$ cat src/hw/rtl/bleadv_pkg.sv
// ----------------------------------------------------------------------------
// bleadv_pkg
// Shared types and constants for the BLE advertising data field extractor.
// ----------------------------------------------------------------------------
package bleadv_pkg;

	// AD structure type codes
	localparam logic [7:0] AD_FLAGS      = 8'h01;
	localparam logic [7:0] AD_NAME_SHORT = 8'h08;
	localparam logic [7:0] AD_NAME_FULL  = 8'h09;
	localparam logic [7:0] AD_TX_POWER   = 8'h0A;
	localparam logic [7:0] AD_MFG_DATA   = 8'hFF;

	// configuration register indexes
	typedef logic [1:0] cfg_idx_t;
	localparam cfg_idx_t CFG_FLAGS_DEF   = 2'd0;
	localparam cfg_idx_t CFG_POWER_DEF   = 2'd1;
	localparam cfg_idx_t CFG_COMPANY_DEF = 2'd2;

	typedef logic [15:0] cfg_data_t;
	typedef logic [5:0]  name_len_t;

endpackage : bleadv_pkg

$ cat src/hw/rtl/bleadv_if.sv
// ----------------------------------------------------------------------------
// bleadv channel interfaces
// Byte input, result output and configuration write channels.
// ----------------------------------------------------------------------------
interface bleadv_in_if;
	logic       valid;
	logic       ready;
	logic [7:0] ad_byte;
	logic       last_byte;
	logic       empty_report;

	modport source (output valid, ad_byte, last_byte, empty_report, input ready);
	modport sink   (input valid, ad_byte, last_byte, empty_report, output ready);
endinterface : bleadv_in_if

interface bleadv_out_if;
	logic                  valid;
	logic                  ready;
	logic                  is_summary;
	logic [7:0]            name_char;
	logic [7:0]            flags_value;
	logic signed [7:0]     tx_dbm;
	logic [15:0]           company_code;
	bleadv_pkg::name_len_t name_length;
	logic                  last_result;

	modport source (output valid, is_summary, name_char, flags_value, tx_dbm,
		company_code, name_length, last_result, input ready);
	modport sink   (input valid, is_summary, name_char, flags_value, tx_dbm,
		company_code, name_length, last_result, output ready);
endinterface : bleadv_out_if

interface bleadv_cfg_if;
	logic                  valid;
	logic                  ready;
	bleadv_pkg::cfg_idx_t  index;
	bleadv_pkg::cfg_data_t data;

	modport source (output valid, index, data, input ready);
	modport sink   (input valid, index, data, output ready);
endinterface : bleadv_cfg_if

$ cat src/hw/rtl/ble_adv_data_field_extractor_core.sv
// ----------------------------------------------------------------------------
// ble_adv_data_field_extractor_core
// Parses BLE advertising data one byte per request and reports flags,
// TX power, company ID and the first local name of each report.
// ----------------------------------------------------------------------------
//
//  channel | dir | payload                                   | handshake
//  --------+-----+-------------------------------------------+------------
//  ad      | in  | ad_byte, last_byte, empty_report          | valid/ready
//  res     | out | is_summary, name_char, flags_value,       | valid/ready
//          |     | tx_dbm, company_code, name_length,        |
//          |     | last_result                               |
//  cfg     | in  | index, data (register write)              | valid/ready
//
//  - One byte request per cycle while parsing; each byte is folded into the
//    parse state in the cycle it is taken.
//  - The last byte of a report starts a drain: the captured name bytes, read
//    from the name RAM (synchronous read), then the summary, leave one per
//    cycle while the res sink does not stall.
//  - ad.ready is low only during the drain; res is held in an output
//    register, so a stalled sink holds the drain, never a pending result.
//  - arst_n clears all control state; no clearing pass, the name RAM is
//    only read below the fill count.
//
module ble_adv_data_field_extractor_core #(
	parameter int NAME_LEN = 32
) (
	input  logic          clk,
	input  logic          arst_n,
	bleadv_in_if.sink     ad,
	bleadv_out_if.source  res,
	bleadv_cfg_if.sink    cfg
);
	import bleadv_pkg::*;

	localparam int NAME_CAP = NAME_LEN - 1;
	localparam int AW       = $clog2(NAME_LEN);
	localparam logic [AW-1:0] CAP_CNT = AW'(NAME_CAP);

	// parse phase codes
	localparam logic [1:0] PH_LENGTH = 2'd0;
	localparam logic [1:0] PH_TYPE   = 2'd1;
	localparam logic [1:0] PH_DATA   = 2'd2;
	localparam logic [1:0] PH_STOP   = 2'd3;

	// data index saturates at 2: only first, second and "later" matter
	localparam logic [1:0] IDX_SAT = 2'd2;

	// parse state
	logic [1:0]    phase_q, phase_d;
	logic [7:0]    bytes_left_q, bytes_left_d;
	logic [7:0]    field_type_q, field_type_d;
	logic [1:0]    data_idx_q, data_idx_d;
	logic [AW-1:0] name_cnt_q, name_cnt_d;
	logic          capturing_q, capturing_d;
	logic [7:0]    flags_hold_q, flags_hold_d;
	logic [7:0]    power_hold_q, power_hold_d;
	logic [15:0]   company_hold_q, company_hold_d;
	logic [7:0]    company_lo_q, company_lo_d;
	logic          in_report_q;

	// register defaults
	logic [7:0]    flags_def_q;
	logic [7:0]    power_def_q;
	logic [15:0]   company_def_q;

	// drain and name RAM
	logic          drain_q;
	logic [AW-1:0] rd_ptr_q;
	logic [AW-1:0] rd_addr;
	logic [7:0]    name_rd_q;
	logic [7:0]    name_mem [NAME_LEN];
	logic          name_we;

	// output register
	logic          res_valid_q;
	logic          res_is_summary_q;
	logic [7:0]    res_name_char_q;
	logic [7:0]    res_flags_q;
	logic [7:0]    res_power_q;
	logic [15:0]   res_company_q;
	name_len_t     res_name_len_q;

	logic ad_take, byte_take, report_end, cfg_take;
	logic out_free, drain_step, name_pending, drain_end;
	logic [7:0] bl_m1;

	assign ad.ready   = !drain_q;
	assign cfg.ready  = 1'b1;
	assign ad_take    = ad.valid && ad.ready;
	assign byte_take  = ad_take && !ad.empty_report;
	assign report_end = ad_take && ad.last_byte;
	assign cfg_take   = cfg.valid && cfg.ready;

	assign out_free     = !res_valid_q || res.ready;
	assign drain_step   = drain_q && out_free;
	assign name_pending = rd_ptr_q != name_cnt_q;
	// summary goes out on this edge
	assign drain_end    = drain_step && !name_pending;

	assign bl_m1 = bytes_left_q - 8'd1;

	// per-byte parse
	always_comb begin
		phase_d        = phase_q;
		bytes_left_d   = bytes_left_q;
		field_type_d   = field_type_q;
		data_idx_d     = data_idx_q;
		name_cnt_d     = name_cnt_q;
		capturing_d    = capturing_q;
		flags_hold_d   = flags_hold_q;
		power_hold_d   = power_hold_q;
		company_hold_d = company_hold_q;
		company_lo_d   = company_lo_q;
		name_we        = 1'b0;
		if (byte_take) begin
			unique case (phase_q)
				PH_LENGTH: begin
					if (ad.ad_byte == 8'd0) begin
						phase_d = PH_STOP;
					end else begin
						bytes_left_d = ad.ad_byte;
						phase_d      = PH_TYPE;
					end
				end
				PH_TYPE: begin
					field_type_d = ad.ad_byte;
					data_idx_d   = 2'd0;
					bytes_left_d = bl_m1;
					capturing_d  = (ad.ad_byte == AD_NAME_SHORT || ad.ad_byte == AD_NAME_FULL)
						&& name_cnt_q == '0;
					phase_d      = (bl_m1 == 8'd0) ? PH_LENGTH : PH_DATA;
				end
				PH_DATA: begin
					if (field_type_q == AD_FLAGS && data_idx_q == 2'd0) begin
						flags_hold_d = ad.ad_byte;
					end else if (field_type_q == AD_TX_POWER && data_idx_q == 2'd0) begin
						power_hold_d = ad.ad_byte;
					end else if (field_type_q == AD_MFG_DATA && data_idx_q == 2'd0) begin
						company_lo_d = ad.ad_byte;
					end else if (field_type_q == AD_MFG_DATA && data_idx_q == 2'd1) begin
						company_hold_d = {ad.ad_byte, company_lo_q};
					end
					if (capturing_q && name_cnt_q < CAP_CNT) begin
						name_we    = 1'b1;
						name_cnt_d = name_cnt_q + 1'b1;
					end
					if (data_idx_q != IDX_SAT) begin
						data_idx_d = data_idx_q + 2'd1;
					end
					bytes_left_d = bl_m1;
					if (bl_m1 == 8'd0) begin
						capturing_d = 1'b0;
						phase_d     = PH_LENGTH;
					end
				end
				PH_STOP: begin
					// zero length seen: ignore the rest of the report
				end
			endcase
		end

		// back to defaults for the next report
		if (drain_end) begin
			phase_d        = PH_LENGTH;
			bytes_left_d   = '0;
			field_type_d   = '0;
			data_idx_d     = '0;
			name_cnt_d     = '0;
			capturing_d    = 1'b0;
			flags_hold_d   = flags_def_q;
			power_hold_d   = power_def_q;
			company_hold_d = company_def_q;
			company_lo_d   = '0;
		end

		// a write between reports also reloads the live value
		if (cfg_take && !in_report_q) begin
			unique case (cfg.index)
				CFG_FLAGS_DEF:   flags_hold_d   = cfg.data[7:0];
				CFG_POWER_DEF:   power_hold_d   = cfg.data[7:0];
				CFG_COMPANY_DEF: company_hold_d = cfg.data;
				default: begin
				end
			endcase
		end
	end

	// read the next entry as soon as the current one is taken
	assign rd_addr = (drain_step && name_pending) ? rd_ptr_q + 1'b1 : rd_ptr_q;

	// name RAM, write-through so a name byte on the last request is seen
	always_ff @(posedge clk) begin
		if (name_we) begin
			name_mem[name_cnt_q] <= ad.ad_byte;
		end
		name_rd_q <= (name_we && name_cnt_q == rd_addr) ? ad.ad_byte : name_mem[rd_addr];
	end

	// control and parse state
	always_ff @(posedge clk or negedge arst_n) begin
		if (!arst_n) begin
			phase_q        <= PH_LENGTH;
			bytes_left_q   <= '0;
			field_type_q   <= '0;
			data_idx_q     <= '0;
			name_cnt_q     <= '0;
			capturing_q    <= 1'b0;
			flags_hold_q   <= 8'd0;
			power_hold_q   <= 8'd127;
			company_hold_q <= 16'hFFFF;
			company_lo_q   <= '0;
			in_report_q    <= 1'b0;
			flags_def_q    <= 8'd0;
			power_def_q    <= 8'd127;
			company_def_q  <= 16'hFFFF;
			drain_q        <= 1'b0;
			rd_ptr_q       <= '0;
		end else begin
			phase_q        <= phase_d;
			bytes_left_q   <= bytes_left_d;
			field_type_q   <= field_type_d;
			data_idx_q     <= data_idx_d;
			name_cnt_q     <= name_cnt_d;
			capturing_q    <= capturing_d;
			flags_hold_q   <= flags_hold_d;
			power_hold_q   <= power_hold_d;
			company_hold_q <= company_hold_d;
			company_lo_q   <= company_lo_d;

			if (byte_take) begin
				in_report_q <= 1'b1;
			end else if (drain_end) begin
				in_report_q <= 1'b0;
			end

			if (report_end) begin
				drain_q <= 1'b1;
			end else if (drain_end) begin
				drain_q <= 1'b0;
			end

			if (drain_step) begin
				rd_ptr_q <= name_pending ? rd_ptr_q + 1'b1 : '0;
			end

			if (cfg_take) begin
				unique case (cfg.index)
					CFG_FLAGS_DEF:   flags_def_q   <= cfg.data[7:0];
					CFG_POWER_DEF:   power_def_q   <= cfg.data[7:0];
					CFG_COMPANY_DEF: company_def_q <= cfg.data;
					default: begin
					end
				endcase
			end
		end
	end

	// output register valid
	always_ff @(posedge clk or negedge arst_n) begin
		if (!arst_n) begin
			res_valid_q <= 1'b0;
		end else if (drain_step) begin
			res_valid_q <= 1'b1;
		end else if (res.ready) begin
			res_valid_q <= 1'b0;
		end
	end

	// output register payload
	always_ff @(posedge clk) begin
		if (drain_step) begin
			if (name_pending) begin
				res_is_summary_q <= 1'b0;
				res_name_char_q  <= name_rd_q;
				res_flags_q      <= '0;
				res_power_q      <= '0;
				res_company_q    <= '0;
				res_name_len_q   <= '0;
			end else begin
				res_is_summary_q <= 1'b1;
				res_name_char_q  <= '0;
				res_flags_q      <= flags_hold_q;
				res_power_q      <= power_hold_q;
				res_company_q    <= company_hold_q;
				res_name_len_q   <= name_len_t'(name_cnt_q);
			end
		end
	end

	assign res.valid        = res_valid_q;
	assign res.is_summary   = res_is_summary_q;
	assign res.name_char    = res_name_char_q;
	assign res.flags_value  = res_flags_q;
	assign res.tx_dbm       = res_power_q;
	assign res.company_code = res_company_q;
	assign res.name_length  = res_name_len_q;
	assign res.last_result  = res_is_summary_q;

endmodule : ble_adv_data_field_extractor_core

$ cat src/flat_wrapper.sv
// flat-port wrapper written by rule: the top's interface ports become plain ports
module ble_adv_data_field_extractor_core_flat import bleadv_pkg::*;
#(
	parameter int NAME_LEN = 32
)
  (clk, arst_n, ad_valid, ad_ad_byte, ad_last_byte, ad_empty_report, ad_ready, res_valid, res_is_summary, res_name_char, res_flags_value, res_tx_dbm, res_company_code, res_name_length, res_last_result, res_ready, cfg_valid, cfg_index, cfg_data, cfg_ready);
  bleadv_in_if ad_i ();
  bleadv_out_if res_i ();
  bleadv_cfg_if cfg_i ();
  input  logic clk;
  input  logic arst_n;
  input wire logic [$bits(ad_i.valid)-1:0] ad_valid;
  input wire logic [$bits(ad_i.ad_byte)-1:0] ad_ad_byte;
  input wire logic [$bits(ad_i.last_byte)-1:0] ad_last_byte;
  input wire logic [$bits(ad_i.empty_report)-1:0] ad_empty_report;
  output wire logic [$bits(ad_i.ready)-1:0] ad_ready;
  output wire logic [$bits(res_i.valid)-1:0] res_valid;
  output wire logic [$bits(res_i.is_summary)-1:0] res_is_summary;
  output wire logic [$bits(res_i.name_char)-1:0] res_name_char;
  output wire logic [$bits(res_i.flags_value)-1:0] res_flags_value;
  output wire logic [$bits(res_i.tx_dbm)-1:0] res_tx_dbm;
  output wire logic [$bits(res_i.company_code)-1:0] res_company_code;
  output wire logic [$bits(res_i.name_length)-1:0] res_name_length;
  output wire logic [$bits(res_i.last_result)-1:0] res_last_result;
  input wire logic [$bits(res_i.ready)-1:0] res_ready;
  input wire logic [$bits(cfg_i.valid)-1:0] cfg_valid;
  input wire logic [$bits(cfg_i.index)-1:0] cfg_index;
  input wire logic [$bits(cfg_i.data)-1:0] cfg_data;
  output wire logic [$bits(cfg_i.ready)-1:0] cfg_ready;
  assign ad_i.valid = ad_valid;
  assign ad_i.ad_byte = ad_ad_byte;
  assign ad_i.last_byte = ad_last_byte;
  assign ad_i.empty_report = ad_empty_report;
  assign ad_ready = ad_i.ready;
  assign res_valid = res_i.valid;
  assign res_is_summary = res_i.is_summary;
  assign res_name_char = res_i.name_char;
  assign res_flags_value = res_i.flags_value;
  assign res_tx_dbm = res_i.tx_dbm;
  assign res_company_code = res_i.company_code;
  assign res_name_length = res_i.name_length;
  assign res_last_result = res_i.last_result;
  assign res_i.ready = res_ready;
  assign cfg_i.valid = cfg_valid;
  assign cfg_i.index = cfg_index;
  assign cfg_i.data = cfg_data;
  assign cfg_ready = cfg_i.ready;
  ble_adv_data_field_extractor_core #(.NAME_LEN(NAME_LEN)) u_core (.clk(clk), .arst_n(arst_n), .ad(ad_i), .res(res_i), .cfg(cfg_i));
endmodule
$ cat config.mk
export PLATFORM = sky130hd
export DESIGN_NAME = ble_adv_data_field_extractor_core_flat
export DESIGN_NICKNAME = d
export VERILOG_FILES = /design/src/hw/rtl/bleadv_pkg.sv /design/src/hw/rtl/bleadv_if.sv /design/src/hw/rtl/ble_adv_data_field_extractor_core.sv /design/src/flat_wrapper.sv
export SDC_FILE = /design/constraint.sdc
export NUM_CORES = 1
export LEC_CHECK = 0
export BUFFER_PORTS_ARGS = -buffer_cell sky130_fd_sc_hd__clkbuf_2
export CELL_PAD_IN_SITES_DETAIL_PLACEMENT = 0
export CELL_PAD_IN_SITES_GLOBAL_PLACEMENT = 1
export CORE_UTILIZATION = 40
export CTS_BUF_LIST = sky130_fd_sc_hd__clkbuf_2
export DETAILED_ROUTE_END_ITERATION = 10
export MAX_ROUTING_LAYER = met4
export PLACE_DENSITY_LB_ADDON = 0.1
export SYNTH_ARGS = -nofsm -noshare
export SYNTH_HDL_FRONTEND = slang
export SYNTH_SLANG_ARGS = --single-unit
$ cat constraint.sdc
create_clock -name clk -period 3.22 [get_ports clk]
set_clock_uncertainty 0.05 [all_clocks]
set_input_delay 0.322 -clock clk [delete_from_list [all_inputs] [get_ports clk]]
set_output_delay 0.322 -clock clk [all_outputs]
set_load 0.05 [all_outputs]
# Word level (Yosys, flattened, before mapping)
# Memory sizes are Yosys's and may differ from the RTL's. A register that Yosys moved wholly into a read port is not among the register bits.
# Cells that the tools add are included.
# totals
regBits	153
ram_bits	256
inputBits	33
output_inout_bits	51
word_cells	160
memories	1
# op_classes
n_addsub	4
order_cmp	1
eq_ne	17
mux	66
reduce_logical	47
# mem_list
memory	words	word_bits	rd	rd_clocked_by_memory_dff	wr	line_no	rtl
u_core.name_mem	32	8	1	1	1	ble_adv_data_field_extractor_core.sv:72	logic [7:0] name_mem [NAME_LEN];
# op_table
cell	n
$mux 8	25
$mux 16	9
$mux 5	6
$eq 8x4->1 const B	3
$logic_not 8->1	2
$mux 2	8
$pmux 8 s2	1
$reduce_and 3->1	5
$mux 1	14
$reduce_bool 2->1	7
$logic_and 1x1->1	13
$add 5x1->5 const B	2
$eq 8x1->1 const B	1
$eq 8x8->1 const B	1
$reduce_and 2->1	4
$sub 8x1->8 const B	1
$eq 2x1->1 const B	3
$logic_not 2->1	3
$ne 3x1->1 const B	2
$pmux 2 s3	1
$reduce_bool 3->1	2
$logic_not 1->1	5
$logic_not 5->1	1
$lt 5x5->1 const B	1
other kinds (12)	15

# Depth between registers and ports, before layout
# logic_depth
depth_word	11
mapped_depth	10
depth_no_buf	8

# Least setup slack after synthesis
# No wires, ideal clock.
# synth_path
kind	flip-flop to flip-flop
from	register u_core.res_valid_q, in the netlist u_core.res.valid
to	register u_core.flags_hold_q[0]
arrival_time_ps	2731
required_time_ps	3035
setup_slack_ps	304
stages_incl_launch_ff	9
n_path_buf	2
period_less_slack_ps	2916
cell_sequence	dfrtp_1 > nand2b_1 > nand2_1 > inv_1 > nand3_1 > buf_2 > buf_2 > o21ai_0 > o21ai_0
# synth_via
elab_chain_len	7
# synth_lines
element	line_no	rtl
start, declared	ble_adv_data_field_extractor_core.sv:76	logic res_valid_q;
start signal, assigned	ble_adv_data_field_extractor_core.sv:262	res_valid_q <= 1'b0;
start signal, assigned	ble_adv_data_field_extractor_core.sv:264	res_valid_q <= 1'b1;
start signal, assigned	ble_adv_data_field_extractor_core.sv:266	res_valid_q <= 1'b0;
$logic_not 1->1 (*)	ble_adv_data_field_extractor_core.sv:95	assign out_free = !res_valid_q || res.ready;
$logic_or 1x1->1 (*)	ble_adv_data_field_extractor_core.sv:95	
$logic_and 1x1->1 (*)	ble_adv_data_field_extractor_core.sv:96	assign drain_step = drain_q && out_free;
via u_core.drain_step	ble_adv_data_field_extractor_core.sv:85	logic out_free, drain_step, name_pending, drain_end;
$logic_and 1x1->1 (*)	ble_adv_data_field_extractor_core.sv:99	assign drain_end = drain_step && !name_pending;
$mux 8 (*)	ble_adv_data_field_extractor_core.sv:164	if (drain_end) begin
$mux 8	ble_adv_data_field_extractor_core.sv:179	unique case (cfg.index)
$mux 8 (*)	ble_adv_data_field_extractor_core.sv:178	if (cfg_take && !in_report_q) begin
via u_core.flags_hold_d[0]	ble_adv_data_field_extractor_core.sv:56	logic [7:0] flags_hold_q, flags_hold_d;
end signal, assigned	ble_adv_data_field_extractor_core.sv:226	flags_hold_q <= flags_hold_d;
end, declared	ble_adv_data_field_extractor_core.sv:56	
# The timed path passes the listed nets; every way through them passes the cells marked *.
# A chain may end at the register's enable or synchronous reset.

# Final worst setup path
# layout_path
from	register u_core.data_idx_q[1]
to	register u_core.power_hold_q[0]
# layout_via
elab_chain_len	9
elab_cells_between_ends	10
classes_between	mux (7); reduce/logical (3)
# layout_lines
element	line_no	rtl
start, declared	ble_adv_data_field_extractor_core.sv:53	logic [1:0] data_idx_q, data_idx_d;
start signal, assigned	ble_adv_data_field_extractor_core.sv:223	data_idx_q <= data_idx_d;
$logic_not 2->1 (*)	ble_adv_data_field_extractor_core.sv:135, ble_adv_data_field_extractor_core.sv:137	
$logic_and 1x1->1	ble_adv_data_field_extractor_core.sv:137	end else if (field_type_q == AD_TX_POWER && data_idx_q == 2'd0) begin
$mux 8	ble_adv_data_field_extractor_core.sv:137	
$mux 8 (*)	ble_adv_data_field_extractor_core.sv:135	if (field_type_q == AD_FLAGS && data_idx_q == 2'd0) begin
$mux 8 (*)	ble_adv_data_field_extractor_core.sv:117	unique case (phase_q)
$mux 8 (*)	ble_adv_data_field_extractor_core.sv:116	if (byte_take) begin
$mux 8 (*)	ble_adv_data_field_extractor_core.sv:164	
$mux 8	ble_adv_data_field_extractor_core.sv:179	
$mux 8 (*)	ble_adv_data_field_extractor_core.sv:178	
via u_core.power_hold_d[0]	ble_adv_data_field_extractor_core.sv:57	logic [7:0] power_hold_q, power_hold_d;
end signal, assigned	ble_adv_data_field_extractor_core.sv:227	power_hold_q <= power_hold_d;
end, declared	ble_adv_data_field_extractor_core.sv:57	
# Marked as above.

==> flow_metrics.tcl <==
set metrics [dict create \
    fin_ws_ns 0.425 \
    worstMarginPinSlew_ns 0.945 \
    power_frac_comb_pct 35.5 \
    synth_edf_count 302 \
    ys.warnings.count 0 \
    routedWlPerCell_um 22.4 \
    yosysTopAreaCell "edfxtp_1" \
    cts-htree-levels 3 \
    synthFlopType "edfxtp_1" \
    ys_ff_latch 413 \
    grt_pass1_wl_mm 66.0 \
    cp.arrival_ns 3.70 \
    num-fill-cells 3761 \
    dp_slack_ns 0.710 \
    wl_mm 43.8 \
    die_height_um 210 \
    post-route-period-util_pct 86.8 \
    p_clk_share_pct 21.5 \
    initial_core_util_pct 40.8 \
    syn_area_um2 17200 \
    cpMostUsedCell "o21ai_0" \
    p_seq_share_pct 43.0 \
    drcViolationCount 0 \
    num_rows 75 \
    io_buffers 81 \
    cts.sinks 413 \
    timing.final.max_slew_violations 0 \
    hold_path_class "input pin to register" \
    swShare_pct 36.6 \
    clk_latency_ns 1.02 \
    cts_made_buffers 105 \
    first_global_vias 10500 \
    crit_fanout 8 \
    syn_inst 1054 \
    gp_congestion 0.777 \
    ant_nets 0 \
    p_int_mw 10.7 \
    multi_input_area_um2 5030 \
    critPathSlowestCell "dlygate4sd3_1" \
    crit_type "register to register" \
    synth.avg_cell_area_um2 16.4 \
    cts_tree "yes" \
    ys_seq_area_share_pct 68.9 \
    worst-path-buf-inv 3 \
    synth_area_leaders "edfxtp_1 (53%), dfrtp_1 (8.7%), mux4_2 (8.1%)" \
    core-area_um2 42200 \
    power.total_mw 16.9 \
    crit_family "buffers and inverters" \
    powerDensity_nw_per_um2 827 \
    tns_ns 0 \
    post_drt_via_cell_ratio 5.25 \
    seq_area_um2 11900 \
    syn_to_final_growth_pct 18.6 \
    slowest_delay_ns 0.57 \
    hpwl_mm 26.0 \
    fin_crit_ns 2.80 \
    grt-ovfl-total 0 \
    max-cap-violations 0 \
    start_kind "register" \
    grt_max_degree 65 \
    antenna_found_initial 1 \
    grt_usage_pct 21.1 \
    clockBufferDepth 3 \
    synth.top_cell.area_share_pct 52.6 \
    drtIter0Drc 688 \
    async_flop_share_pct 25.7 \
    post-route-util_pct 48.4 \
    num-nets-final 1390 \
    rsz0062_at_grt "no" \
    synth.net_count 1101 \
    end_kind "register" \
    p_leak_nw 7.79 \
    first_pass_iters 4 \
    setup_viol 0 \
    status "complete, no violations" \
    peakVddDrop_mv 0.490 \
    switchingPower_mw 6.20 \
    boundaryPins 84 \
    drive_above_1_share_pct 34.8 \
    hold_viol 0 \
    maxSlewHeadroom_pct 36.9 \
    post_cts_resized 0 \
    crit_chain "inv_1 -> ha_1 -> nor4b_1 -> nand4_1 -> buf_4 -> mux2i_1 -> nand2_1 -> o21ai_0 -> o21ai_0 -> dlygate4sd3_1" \
    die_w_um 210 \
    num_vias 10300 \
    cts.clk_slew.worst_paths_ns 0.11 \
    cp.required_ns 4.13 \
    die_area_um2 43900 \
    synth.distinct_cells 58 \
    cts_root_buf "clkbuf_2" \
    post-cts-setup-buffers 0 \
    max_freq_mhz 358 \
]
-- layout make-up --
| cell class | count | area share (%) |
|---|---|---|
| sequential | 413 | 58.1 |
| timing repair buffer | 240 | 9.14 |
| multi-input combinational | 571 | 24.6 |
| clock inverter | 14 | 0.532 |
| inverter | 12 | 0.220 |
| tap | 539 | 3.30 |
| antenna | 1 | 0.0122 |
| clock buffer | 168 | 4.11 |
-- worst min-delay path: cells and delay by family --
kind                   cells  cell delay (ns)
AOI/OAI and AO/OA          1             0.09
buffers and inverters      2             0.69
and+or+nand+nor            1             0.07
-- cells by family (layout without fill, tap and decap cells) --
kind of cell / Yosys count / count (layout) / synth area share [%]
DFF: 413 / 413 / 68.9
and+or+nand+nor: 256 / 256 / 7.31
muxes: 157 / 157 / 15.6
AOI/OAI and AO/OA: 123 / 123 / 4.22
buffers and inverters: 70 / 434 / 2.00
xor gates and xnor gates: 19 / 19 / 0.965
adders and majority gates: 14 / 14 / 1.02
other: 2 / 3 / 0.0435
-- flip-flops by register name, indices dropped and copies added (netlist names), 5 cells and up, named ones only --
signal,flops
u_core.name_mem,256
u_core.company_def_q,16
u_core.company_hold_q,16
u_core.res.company_code,16
u_core.bytes_left_q,8
u_core.company_lo_q,8
u_core.field_type_q,8
u_core.flags_def_q,8
u_core.flags_hold_q,8
u_core.power_def_q,8
u_core.power_hold_q,8
u_core.res.flags_value,8
u_core.res.name_char,8
u_core.res.tx_dbm,8
u_core.name_cnt_q,5
u_core.rd_ptr_q,5
u_core.res.name_length,5
-- power groups by stage --
stage / Combinational (mW) / Sequential (mW) / Clock [mW]
CTS: 6.10 / 7.28 / 3.79
floorplan: 3.39 / 8.17 / 0
finish: 6.01 / 7.28 / 3.63
global placement: 5.77 / 7.39 / 0
global route: 6.50 / 7.38 / 4.04
detailed placement: 5.78 / 7.39 / 0
-- cells in the final DEF (no fill, tap or decap), drive strengths merged, types with 3 or more instances in the layout --
cell type,netlist,layout
dfstp,46,46
buf,32,78
dfxtp,5,5
nor4,4,4
o21ai,71,71
nor3b,4,4
mux2i,41,41
nor2,68,68
mux4,80,80
clkbuf,26,248
nand3,6,6
or2,3,3
dlygate4sd3,0,82
mux2,36,36
a31oi,4,4
nand2b,3,3
inv,12,14
nand3b,6,6
and2,3,3
xor2,8,8
a21oi,20,20
a22o,17,17
nand4,7,7
and3,36,36
dfrtp,60,60
clkinv,0,9
xnor2,11,11
edfxtp,302,302
nor3,7,7
ha,14,14
nand2,99,99
-- cells in the mapped netlist, types with 7 or more instances --
| cell | instances |
|---|---|
| a21oi_1 | 19 |
| a22o_1 | 17 |
| and3_1 | 36 |
| buf_1 | 9 |
| buf_2 | 11 |
| buf_4 | 7 |
| clkbuf_1 | 26 |
| dfrtp_1 | 60 |
| dfstp_2 | 46 |
| edfxtp_1 | 302 |
| ha_1 | 14 |
| inv_1 | 12 |
| mux2_2 | 36 |
| mux2i_1 | 41 |
| mux4_1 | 18 |
| mux4_2 | 62 |
| nand2_1 | 99 |
| nand4_1 | 7 |
| nor2_1 | 67 |
| o21ai_0 | 51 |
| o21ai_1 | 20 |
| xnor2_1 | 11 |
| xor2_1 | 8 |
-- through the flow --
| step | std cells | cell area (um2) | hold WS, ns |
|---|---|---|---|
| floorplan | 1054 | 17200 | -0.0236 |
| global placement | 1692 | 18700 | 0.422 |
| finish | 1958 | 20500 | 0.114 |
| global route | 1958 | 20500 | 0.0650 |
| CTS | 1957 | 20500 | 0.00252 |
| detailed placement | 1692 | 18700 | 0.419 |
-- repair_timing --
item / CTS / global route
hold buffers: 83 / 0
endpoints found under the setup margin: 0 / 0
endpoints found under the hold margin: 446 / 0
-- path summary, 6_finish.rpt --
| check | endpoint | cells past startpoint | from | slack, ns |
|---|---|---|---|---|
| setup / recovery | u_core.power_hold_q[0]$_DFF_PN1_ | 10 | u_core.data_idx_q[1]$_DFFE_PN0P_ | 0.42 |
| setup reg to reg | u_core.power_hold_q[0]$_DFF_PN1_ | 10 | u_core.data_idx_q[1]$_DFFE_PN0P_ | 0.42 |
| min in group asynchronous | u_core.power_def_q[2]$_DFFE_PN1P_ | 3 | arst_n | 0.57 |
| hold reg to reg | u_core.flags_def_q[5]$_DFFE_PN0P_ | 1 | u_core.flags_def_q[5]$_DFFE_PN0P_ | 0.46 |
| max in group asynchronous | u_core.company_def_q[11]$_DFFE_PN1P_ | 4 | arst_n | 2.12 |
| hold / removal | u_core.company_hold_q[3]$_DFF_PN1_ | 4 | cfg_data[3] | 0.11 |
-- layer usage --
layer | wire length [um] | vias up | GRT usage [%] | part of all wire (%)
li1 | - | 4685 | - | -
met1 | 20200 | 5225 | 28.8 | 46
met2 | 20600 | 308 | 31.9 | 47
met3 | 2270 | 66 | 4.11 | 5.2
met4 | 734 | 0 | 6.64 | 1.7
met5 | 0 | - | - | 0
(Power assumes the default switching activity.)
